--- config.mk ---
export PLATFORM = sky130hd
export DESIGN_NAME = lru_key_value_cache
export DESIGN_NICKNAME = d
export VERILOG_FILES = /design/src/hw/rtl/lru_pkg.sv /design/src/hw/rtl/lru_ctrl.sv /design/src/hw/rtl/lru_datapath.sv /design/src/hw/rtl/lru_key_value_cache.sv
export SDC_FILE = /design/constraint.sdc
export NUM_CORES = 2
export LEC_CHECK = 0
export ABC_AREA = 0
export BUFFER_PORTS_ARGS = -buffer_cell sky130_fd_sc_hd__buf_2
export CAP_MARGIN = 40
export CORE_MARGIN = 5
export CORE_UTILIZATION = 46
export DETAILED_ROUTE_END_ITERATION = 10
export HOLD_SLACK_MARGIN = 0.15
export MAX_ROUTING_LAYER = met4
export PLACE_DENSITY = 0.63
export SLEW_MARGIN = 10
export SYNTH_ARGS = -nofsm -noshare
export SYNTH_HDL_FRONTEND = slang
export SYNTH_SLANG_ARGS = --single-unit
export TNS_END_PERCENT = 100
--- constraint.sdc ---
create_clock -name clk -period 5.5 [get_ports clk]
set_clock_uncertainty 0.2 [all_clocks]
set_input_delay 1.1 -clock clk [delete_from_list [all_inputs] [get_ports clk]]
set_output_delay 1.1 -clock clk [all_outputs]
set_load 0.03 [all_outputs]
--- src/hw/rtl/lru_pkg.sv ---
// Package with the shared constants and the command and status types of the key-value cache.
`default_nettype none
package lru_pkg;

  localparam int MAX_ENTRIES = 16;
  localparam int SLOT_W      = $clog2(MAX_ENTRIES);
  localparam int RANK_W      = $clog2(MAX_ENTRIES);
  localparam int CAP_W       = 5;
  localparam int KEY_W       = 32;
  localparam int VAL_W       = 32;
  localparam int PADDR_W     = 3;
  localparam int PDATA_W     = 32;

  localparam logic OP_LOOKUP = 1'b0;
  localparam logic OP_INSERT = 1'b1;

  localparam logic [PADDR_W-1:0] ADDR_CAPACITY = 3'd0;

  typedef struct packed {
    logic load;
    logic lookup;
    logic update;
  } cmd_t;

  typedef struct packed {
    logic busy;
  } status_t;

endpackage
`default_nettype wire

--- src/hw/rtl/lru_ctrl.sv ---
// Controller state machine: sequences load, lookup and update and owns the output valid.
`default_nettype none
module lru_ctrl (
  input  wire logic          clk,
  input  wire logic          rst,
  input  wire logic          s_tvalid,
  output logic               s_tready,
  output logic               m_tvalid,
  input  wire logic          m_tready,
  output lru_pkg::cmd_t      cmd,
  output lru_pkg::status_t   status
);

  localparam logic [1:0] ST_IDLE   = 2'd0;
  localparam logic [1:0] ST_LOOKUP = 2'd1;
  localparam logic [1:0] ST_UPDATE = 2'd2;

  logic [1:0] state;
  logic [1:0] state_next;
  logic       out_valid;
  logic       out_valid_next;
  logic       out_free;

  assign s_tready = (state == ST_IDLE);
  assign m_tvalid = out_valid;
  assign out_free = !out_valid || m_tready;
  assign status.busy = (state != ST_IDLE);

  always_comb begin
    state_next     = state;
    out_valid_next = out_valid && !m_tready;
    cmd            = '0;
    unique case (state)
      ST_IDLE: begin
        if (s_tvalid) begin
          cmd.load   = 1'b1;
          state_next = ST_LOOKUP;
        end
      end
      ST_LOOKUP: begin
        cmd.lookup = 1'b1;
        state_next = ST_UPDATE;
      end
      ST_UPDATE: begin
        if (out_free) begin
          cmd.update     = 1'b1;
          out_valid_next = 1'b1;
          state_next     = ST_IDLE;
        end
      end
      default: begin
        state_next = ST_IDLE;
      end
    endcase
  end

  always_ff @(posedge clk) begin
    if (rst) begin
      state     <= ST_IDLE;
      out_valid <= 1'b0;
    end else begin
      state     <= state_next;
      out_valid <= out_valid_next;
    end
  end

endmodule
`default_nettype wire

--- src/hw/rtl/lru_datapath.sv ---
// Datapath: entry store, recency ranks, key compare, slot selection and result register.
`default_nettype none
module lru_datapath (
  input  wire logic                          clk,
  input  wire logic                          rst,
  input  wire lru_pkg::cmd_t                 cmd,
  input  wire logic                          cfg_we,
  input  wire logic [lru_pkg::CAP_W-1:0]     cfg_capacity,
  output logic      [lru_pkg::CAP_W-1:0]     capacity,
  input  wire logic                          in_opcode,
  input  wire logic [lru_pkg::KEY_W-1:0]     in_key,
  input  wire logic [lru_pkg::VAL_W-1:0]     in_value,
  output logic                               out_hit,
  output logic      [lru_pkg::VAL_W-1:0]     out_value
);

  logic [lru_pkg::KEY_W-1:0]  keys  [lru_pkg::MAX_ENTRIES];
  logic [lru_pkg::VAL_W-1:0]  vals  [lru_pkg::MAX_ENTRIES];
  logic [lru_pkg::RANK_W-1:0] rank  [lru_pkg::MAX_ENTRIES];
  logic [lru_pkg::MAX_ENTRIES-1:0] valid;
  logic [lru_pkg::CAP_W-1:0]  used;

  logic                       op_q;
  logic [lru_pkg::KEY_W-1:0]  key_q;
  logic [lru_pkg::VAL_W-1:0]  val_q;

  logic                       found_q;
  logic                       fill_q;
  logic [lru_pkg::SLOT_W-1:0] target_q;

  logic [lru_pkg::MAX_ENTRIES-1:0] match;
  logic                       found;
  logic                       free_any;
  logic [lru_pkg::SLOT_W-1:0] hit_slot;
  logic [lru_pkg::SLOT_W-1:0] free_slot;
  logic [lru_pkg::SLOT_W-1:0] victim_slot;
  logic [lru_pkg::CAP_W-1:0]  limit;
  logic                       full;
  logic [lru_pkg::RANK_W-1:0] oldest_rank;
  logic [lru_pkg::CAP_W-1:0]  age_lim;
  logic                       write_entry;
  logic                       new_entry;

  always_comb begin
    if (capacity == '0) begin
      limit = lru_pkg::CAP_W'(1);
    end else if (capacity > lru_pkg::CAP_W'(lru_pkg::MAX_ENTRIES)) begin
      limit = lru_pkg::CAP_W'(lru_pkg::MAX_ENTRIES);
    end else begin
      limit = capacity;
    end
  end

  assign full        = (used >= limit);
  assign oldest_rank = lru_pkg::RANK_W'(used - lru_pkg::CAP_W'(1));

  always_comb begin
    hit_slot    = '0;
    free_slot   = '0;
    victim_slot = '0;
    free_any    = 1'b0;
    for (int i = 0; i < lru_pkg::MAX_ENTRIES; i++) begin
      match[i] = valid[i] && (keys[i] == key_q);
    end
    found = |match;
    for (int i = lru_pkg::MAX_ENTRIES - 1; i >= 0; i--) begin
      if (match[i]) begin
        hit_slot = lru_pkg::SLOT_W'(i);
      end
      if (!valid[i]) begin
        free_slot = lru_pkg::SLOT_W'(i);
        free_any  = 1'b1;
      end
      if (valid[i] && rank[i] == oldest_rank) begin
        victim_slot = lru_pkg::SLOT_W'(i);
      end
    end
  end

  assign write_entry = cmd.update && (op_q == lru_pkg::OP_INSERT);
  assign new_entry   = write_entry && fill_q;
  assign age_lim     = fill_q ? lru_pkg::CAP_W'(lru_pkg::MAX_ENTRIES)
                              : {1'b0, rank[target_q]};

  always_ff @(posedge clk) begin
    if (cmd.load) begin
      op_q  <= in_opcode;
      key_q <= in_key;
      val_q <= in_value;
    end
    if (cmd.lookup) begin
      found_q <= found;
      fill_q  <= !found && !full && free_any;
      if (found) begin
        target_q <= hit_slot;
      end else if (full) begin
        target_q <= victim_slot;
      end else begin
        target_q <= free_slot;
      end
    end
    if (cmd.update) begin
      out_hit <= found_q;
      if (op_q == lru_pkg::OP_INSERT) begin
        out_value <= '0;
      end else if (found_q) begin
        out_value <= vals[target_q];
      end else begin
        out_value <= '1;
      end
    end
    if (write_entry) begin
      vals[target_q] <= val_q;
      if (!found_q) begin
        keys[target_q] <= key_q;
      end
    end
  end

  always_ff @(posedge clk) begin
    if (rst) begin
      capacity <= lru_pkg::CAP_W'(lru_pkg::MAX_ENTRIES);
      valid    <= '0;
      used     <= '0;
      for (int i = 0; i < lru_pkg::MAX_ENTRIES; i++) begin
        rank[i] <= '0;
      end
    end else if (cfg_we) begin
      capacity <= cfg_capacity;
      valid    <= '0;
      used     <= '0;
      for (int i = 0; i < lru_pkg::MAX_ENTRIES; i++) begin
        rank[i] <= '0;
      end
    end else if (cmd.update && (found_q || write_entry)) begin
      for (int i = 0; i < lru_pkg::MAX_ENTRIES; i++) begin
        if (lru_pkg::SLOT_W'(i) == target_q) begin
          rank[i] <= '0;
        end else if (valid[i] && ({1'b0, rank[i]} < age_lim)) begin
          rank[i] <= rank[i] + lru_pkg::RANK_W'(1);
        end
      end
      if (new_entry) begin
        valid[target_q] <= 1'b1;
        used            <= used + lru_pkg::CAP_W'(1);
      end
    end
  end

endmodule
`default_nettype wire

--- src/hw/rtl/lru_key_value_cache.sv ---
// Top level of the least-recently-used key-value cache with its configuration port.
//
//   Channel   Direction  Payload
//   s_*       in         tuser: opcode; tdata: lookup_key, write_value
//   m_*       out        tuser: hit; tdata: read_value
//   APB       in/out     capacity register at byte address 0
//
// Each transaction runs through capture, parallel key compare with slot
// selection, then store and rank update with the result loaded into the output register.
// One transaction is in flight at a time; the next is accepted while a result still waits.
// A stalled output holds the update step until the result register is free.
// Reset empties the store and sets the capacity to sixteen; a capacity write empties it too.
`default_nettype none
module lru_key_value_cache (
  input  wire logic                          clk,
  input  wire logic                          rst,
  input  wire logic                          s_tvalid,
  output logic                               s_tready,
  input  wire logic [63:0]                   s_tdata,   // lookup_key, write_value
  input  wire logic [0:0]                    s_tuser,   // opcode
  output logic                               m_tvalid,
  input  wire logic                          m_tready,
  output logic      [31:0]                   m_tdata,   // read_value
  output logic      [0:0]                    m_tuser,   // hit
  input  wire logic                          psel,
  input  wire logic                          penable,
  input  wire logic                          pwrite,
  input  wire logic [lru_pkg::PADDR_W-1:0]   paddr,
  input  wire logic [lru_pkg::PDATA_W-1:0]   pwdata,
  output logic      [lru_pkg::PDATA_W-1:0]   prdata,
  output logic                               pready
);

  lru_pkg::cmd_t              cmd;
  lru_pkg::status_t           status;
  logic                       cfg_we;
  logic                       cap_sel;
  logic [lru_pkg::CAP_W-1:0]  capacity;
  logic                       hit;

  assign pready  = 1'b1;
  assign cap_sel = (paddr[lru_pkg::PADDR_W-1] == lru_pkg::ADDR_CAPACITY[lru_pkg::PADDR_W-1]);
  assign cfg_we  = psel && penable && pwrite && pready && cap_sel && !status.busy;
  assign prdata  = cap_sel ? lru_pkg::PDATA_W'(capacity) : '0;
  assign m_tuser = hit;

  lru_ctrl u_ctrl (
    .clk      (clk),
    .rst      (rst),
    .s_tvalid (s_tvalid),
    .s_tready (s_tready),
    .m_tvalid (m_tvalid),
    .m_tready (m_tready),
    .cmd      (cmd),
    .status   (status)
  );

  lru_datapath u_datapath (
    .clk          (clk),
    .rst          (rst),
    .cmd          (cmd),
    .cfg_we       (cfg_we),
    .cfg_capacity (pwdata[lru_pkg::CAP_W-1:0]),
    .capacity     (capacity),
    .in_opcode    (s_tuser[0]),
    .in_key       (s_tdata[lru_pkg::KEY_W-1:0]),
    .in_value     (s_tdata[lru_pkg::KEY_W +: lru_pkg::VAL_W]),
    .out_hit      (hit),
    .out_value    (m_tdata)
  );

endmodule
`default_nettype wire
Yosys cells after proc, flatten, opt, wreduce, memory -nomap -nowiden. Memory sizes are Yosys's and may differ from the RTL's. A register that Yosys moved wholly into a read port is not among the register bits. Cells that the tools add are included.

Mux-type cells: 319. Order comparisons: 20. Add/subtract/negate cells: 18. Eq/ne operators: 51. Bitwise logic cells: 50. Reduce and logical (&&, ||, !) cells: 74.

Operators with widths (count): $eq A32 B32 Y1 (16); $mux W4 (100); $mux W1 (210); $lt A4 B5 Y1 (16); $add A4 B1 Y4 const B (16); $eq A4 B4 Y1 (16); $logic_and A1 B1 Y1 (59); $or A1 B1 Y1 (48); $eq A4 B4 Y1 const A (8); $mux W32 (1); $mux W5 (4); $eq A3 B4 Y1 const A (4); $or A16 B16 Y16 (1); $reduce_or A16 Y1 (1); $eq A2 B4 Y1 const A (2); $pmux W2 S3 (1); $add A5 B1 Y5 const B (1); $ge A5 B5 Y1 (1); $gt A5 B5 Y1 const B (1); $logic_not A1 Y1 (5); $logic_not A5 Y1 (1); $lt A4 B5 Y1 const B (1); $demux W1 S4 (1); $eq A1 B4 Y1 const A (1); 14 further kinds (17).

Logic and storage cells: 548. Memories kept: 3. Bits in writable memories: 1088. Output and inout bits: 68. Flip-flop bits (word level): 133. Bits of input ports: 107.

Memories: u_datapath.keys (depth 16, bits a word 32, rd ports 16, clocked after Yosys merged registers in 0, write ports 1, line lru_datapath.sv:17) `logic [lru_pkg::KEY_W-1:0] keys [lru_pkg::MAX_ENTRIES];`; u_datapath.vals (depth 16, bits a word 32, rd ports 1, clocked after Yosys merged registers in 1, write ports 1, line lru_datapath.sv:18) `logic [lru_pkg::VAL_W-1:0] vals [lru_pkg::MAX_ENTRIES];`; u_datapath.rank (depth 16, bits a word 4, rd ports 17, clocked after Yosys merged registers in 1, write ports 16, line lru_datapath.sv:19) `logic [lru_pkg::RANK_W-1:0] rank [lru_pkg::MAX_ENTRIES];`.

Depth between registers and ports, before layout.
Depth in word-level cells: 22. Mapped depth: 14. Depth with buffers taken out: 12.

By module. From an unflattened synthesis, not the netlist that was laid out.

Cells, all modules: 3281. Area total of the unflattened synthesis: 53829.1 sq um.

Modules (own cells, without submodules): lru_datapath (times used 1, cells each 3230, sequential area each 36394.9 sq um, area an instance 53428.7 sq um); lru_key_value_cache (times used 1, cells each 37, sequential area each 0.0 sq um, area an instance 261.5 sq um); lru_ctrl (times used 1, cells each 14, sequential area each 60.1 sq um, area an instance 138.9 sq um).

Least setup slack after synthesis. OpenSTA, ideal clock, no wires.

Path type: in2reg. Start: input m_tready. End: memory u_datapath.keys[13][0] (netlist bit), enable pin. Buffers on the path: 2. Slack: -0.382 ns. Data arrival time: 5.261 ns. Stages on the path: 7. Setup time: 0.421 ns. Required time: 4.879 ns. Path through: nand2b_1 nor2b_1 nand2_1 or2_2 clkbuf_1 clkbuf_1 nor2_1.

RTL lines: start, declared (line lru_key_value_cache.sv:22) `input wire logic m_tready,`; end, declared (line lru_datapath.sv:17).

==> run summary <==
Delay-heaviest family, CP = buffers and inverters
Depth of the most critical reg-to-reg path = 9
Leak = 0.0202 uW
Synth Register Bits = 1225
Rows = 125
Async set-reset flop share out of synthesis = 0
Critical path class = reg -> reg
Max-slew headroom = 0.394
Tmin final = 4470 ps
Hold EP = u_datapath.used[4]
Setup TNS = 0 ps
Worst Hold Slack = 317 ps
TritonRoute pass-1 iters = 6
Vias in the first global route = 29.3k
Avg Synthesized Cell Area = 16.6 um^2
Clock Tree Buf Depth = 3
Netlist cell types = 74
Post-CTS Setup Inserts = 0
Post-synthesis sequential area ratio = 0.683
Via/cell ratio = 5.76
Clk_lat worst skew = 740 ps
Crit path DAT = 4630 ps
Fmax = 224 MHz
Global-route wire length before repair = 193 mm
Clk root buf = clkbuf_16
Startpoint types = flip-flop
Hold_sp = u_datapath.used[4]
Residual DRC = 0
Area growth from synthesis to layout = 14.0%
Crit-path max cell delay = 670 ps
Antenna Nets Post-Route = 0
Synth Instances = 3224
Final nets = 3644
Wirelength, routed = 132 mm
Final hold vios = 0
Critical Path Fanout Max = 34
Post-cts resize count = 0
H-tree levels = 4
Maxcap violations = 0
Largest net degree at the start of global routing = 56
Initial antenna violation count = 1
Via count = 29.3k
# diodes = 0
Final Max Slew Viols = 0
I/O pins = 175
Worst R2R Setup Slack = 1030 ps
EDFF count, synth = 1192
Synth warn = 0
Mapped cell area = 53400 um^2
Placer Congestion = 0.858
Worst Hold Depth = 2
Die W = 351 um
CP endpoint kind = flip-flop
Worst-margin pin slew = 901 ps
Worst vdd ir = 0.000335 V
Cts hold-fix bufs = 0
Post-layout util = 0.526
Setup ws final = 1030 ps
RR Endpoint = u_datapath.rank[6][1]
Die ar. = 123000 um^2
Port bufs = 117
Die Y = 351 um
Place WS = 1030 ps
Initial DRC count = 2650
CTS Buf Count = 133
Wire length per cell = 26.0 um
Clk sinks = 1225
Worst Path Buf+Inv = 2
DP Wirelength = 81.4 mm
CP Data Required Time = 5670 ps
GRT overflow = 0
Top FF cell, synth = edfxtp_1
Final setup viols = 0
Final period util = 0.812
Slowest cell on crit path = buf_4
GRT Overall Usage = 0.220
Layout cell share with drive strength beyond 1 = 0.188
Worst hold path type = reg -> reg
Initial Util = 0.461
Unrepaired setup endpoints after global routing = no
CP cell instances = buf_4 -> mux4_2 -> mux4_2 -> nand2_1 -> buf_4 -> ha_1 -> o2111a_1 -> or3_1 -> o211ai_1
Core area = 116000 um^2
Worst-path clk slew = 60 ps
Status = finished, final reports clean
CTS tree = done
Pwr Density = 332 nW/um^2
[sequential cells by signal, summed over array words and instances, names as in the netlist, named ones only]
| name | count |
|---|---|
| u_datapath.out_value | 32 |
| u_datapath.valid | 16 |
| u_datapath.used | 5 |
| u_ctrl.m_tvalid | 1 |
| u_datapath.fill_q | 1 |
| u_datapath.found_q | 1 |
| u_datapath.vals | 512 |
| u_ctrl.state | 2 |
| u_datapath.keys | 512 |
| u_datapath.target_q | 4 |
| u_datapath.val_q | 32 |
| u_datapath.capacity | 5 |
| u_datapath.out_hit | 1 |
| u_datapath.key_q | 32 |
| u_datapath.op_q | 1 |
| u_datapath.rank | 64 |
[cell type report]
class | instances | area, um^2
Multi-Input combinational cell | 1784 | 16200
Clock inverter | 64 | 621
Tap cell | 1524 | 1910
Timing Repair Buffer | 261 | 1990
Clock buffer | 170 | 3520
Fill cell | 9338 | 54800
Sequential cell | 1225 | 36500
Inverter | 61 | 229
[Yosys cell counts, drive strengths merged, types with 60 or more instances]
cell	number	area share
xnor2	89	0.015
nand3	66	0.0062
mux4	180	0.076
ha	71	0.017
xor2	499	0.082
inv	60	0.0042
edfxtp	1192	0.67
buf	85	0.0090
nor4	194	0.023
nand2	61	0.0043
clkbuf	95	0.0067
nor2	151	0.011
[power by group]
| group | switching (uW) | internal, uW |
|---|---|---|
| clock | 3630 | 4850 |
| combinational | 753 | 491 |
| sequential | 173 | 10300 |
[cells by family after synthesis]
| group | after synthesis | synth area share |
|---|---|---|
| flops | 1225 | 0.683 |
| compound gates | 183 | 0.0241 |
| fa+ha+maj | 71 | 0.0166 |
| xor+xnor | 611 | 0.106 |
| mux | 185 | 0.0769 |
| simple gates | 706 | 0.0735 |
| other cells | 2 | 0.000141 |
| buf+inv | 241 | 0.0200 |
[through the flow]
step / power (uW) / area, um^2 / cells
global route: 20900 / 60900 / 5089
CTS: 20400 / 60900 / 5088
finish: 20200 / 60900 / 5089
detailed placement: 12000 / 56700 / 4854
floorplan: 11500 / 53500 / 3250
global placement: 11900 / 56500 / 4840
[routing by layer]
| layer | vias up | global-route usage | wire length [um] |
|---|---|---|---|
| met2 | 1041 | 0.341 | 62400 |
| met3 | 250 | 0.0352 | 8520 |
| li1 | 13000 | - | - |
| met5 | - | - | 0 |
| met4 | 0 | 0.0791 | 4820 |
| met1 | 15000 | 0.297 | 56400 |
[tightest hold or removal path: cells and delay by family, from the launching register on]
kind / cells / cell delay (ps)
xor gates and xnor gates: 1 / 70
DFF: 1 / 340
and+or+nand+nor: 1 / 70
[placed cells by master (no fill, tap or decap), types with 7 or more instances in the layout]
| master | instances |
|---|---|
| o2111a_1 | 16 |
| nand2b_1 | 7 |
| a31oi_1 | 11 |
| conb_1 | 28 |
| xor2_1 | 499 |
| or3_1 | 22 |
| xnor2_1 | 89 |
| buf_12 | 17 |
| or4_1 | 14 |
| mux4_2 | 180 |
| nand4b_1 | 26 |
| nor4b_1 | 14 |
| clkbuf_1 | 34 |
| nor2_4 | 17 |
| nor2b_1 | 20 |
| o211ai_1 | 38 |
| o21ai_0 | 9 |
| clkinv_2 | 14 |
| clkbuf_16 | 135 |
| clkinv_1 | 26 |
| nand2_1 | 60 |
| dfxtp_1 | 29 |
| o21a_1 | 20 |
| ha_1 | 71 |
| a21oi_1 | 56 |
| nor2_1 | 117 |
| nand4_1 | 55 |
| xnor3_1 | 23 |
| nor3_1 | 44 |
| edfxtp_1 | 1192 |
| nand3_1 | 66 |
| nor2_2 | 17 |
| buf_2 | 117 |
| buf_4 | 117 |
| or2_2 | 7 |
| inv_1 | 60 |
| nor4_1 | 194 |
[worst max-delay path by stage]
stage	depth (start not counted)	slack (ps)	endpoint	startpoint
2_1_floorplan	7	350	u_datapath.keys[13][0]	m_tready
3_3_place_gp	9	1040	u_datapath.rank[12][1]	flip-flop
3_5_place_dp	9	1030	u_datapath.rank[12][1]	flip-flop
4_1_cts	9	980	u_datapath.rank[6][3]	flip-flop
5_1_grt	9	760	u_datapath.rank[6][1]	flip-flop
6_report	9	1030	u_datapath.rank[6][1]	flip-flop
No activity file was read; power rests on OpenSTA's default activity.
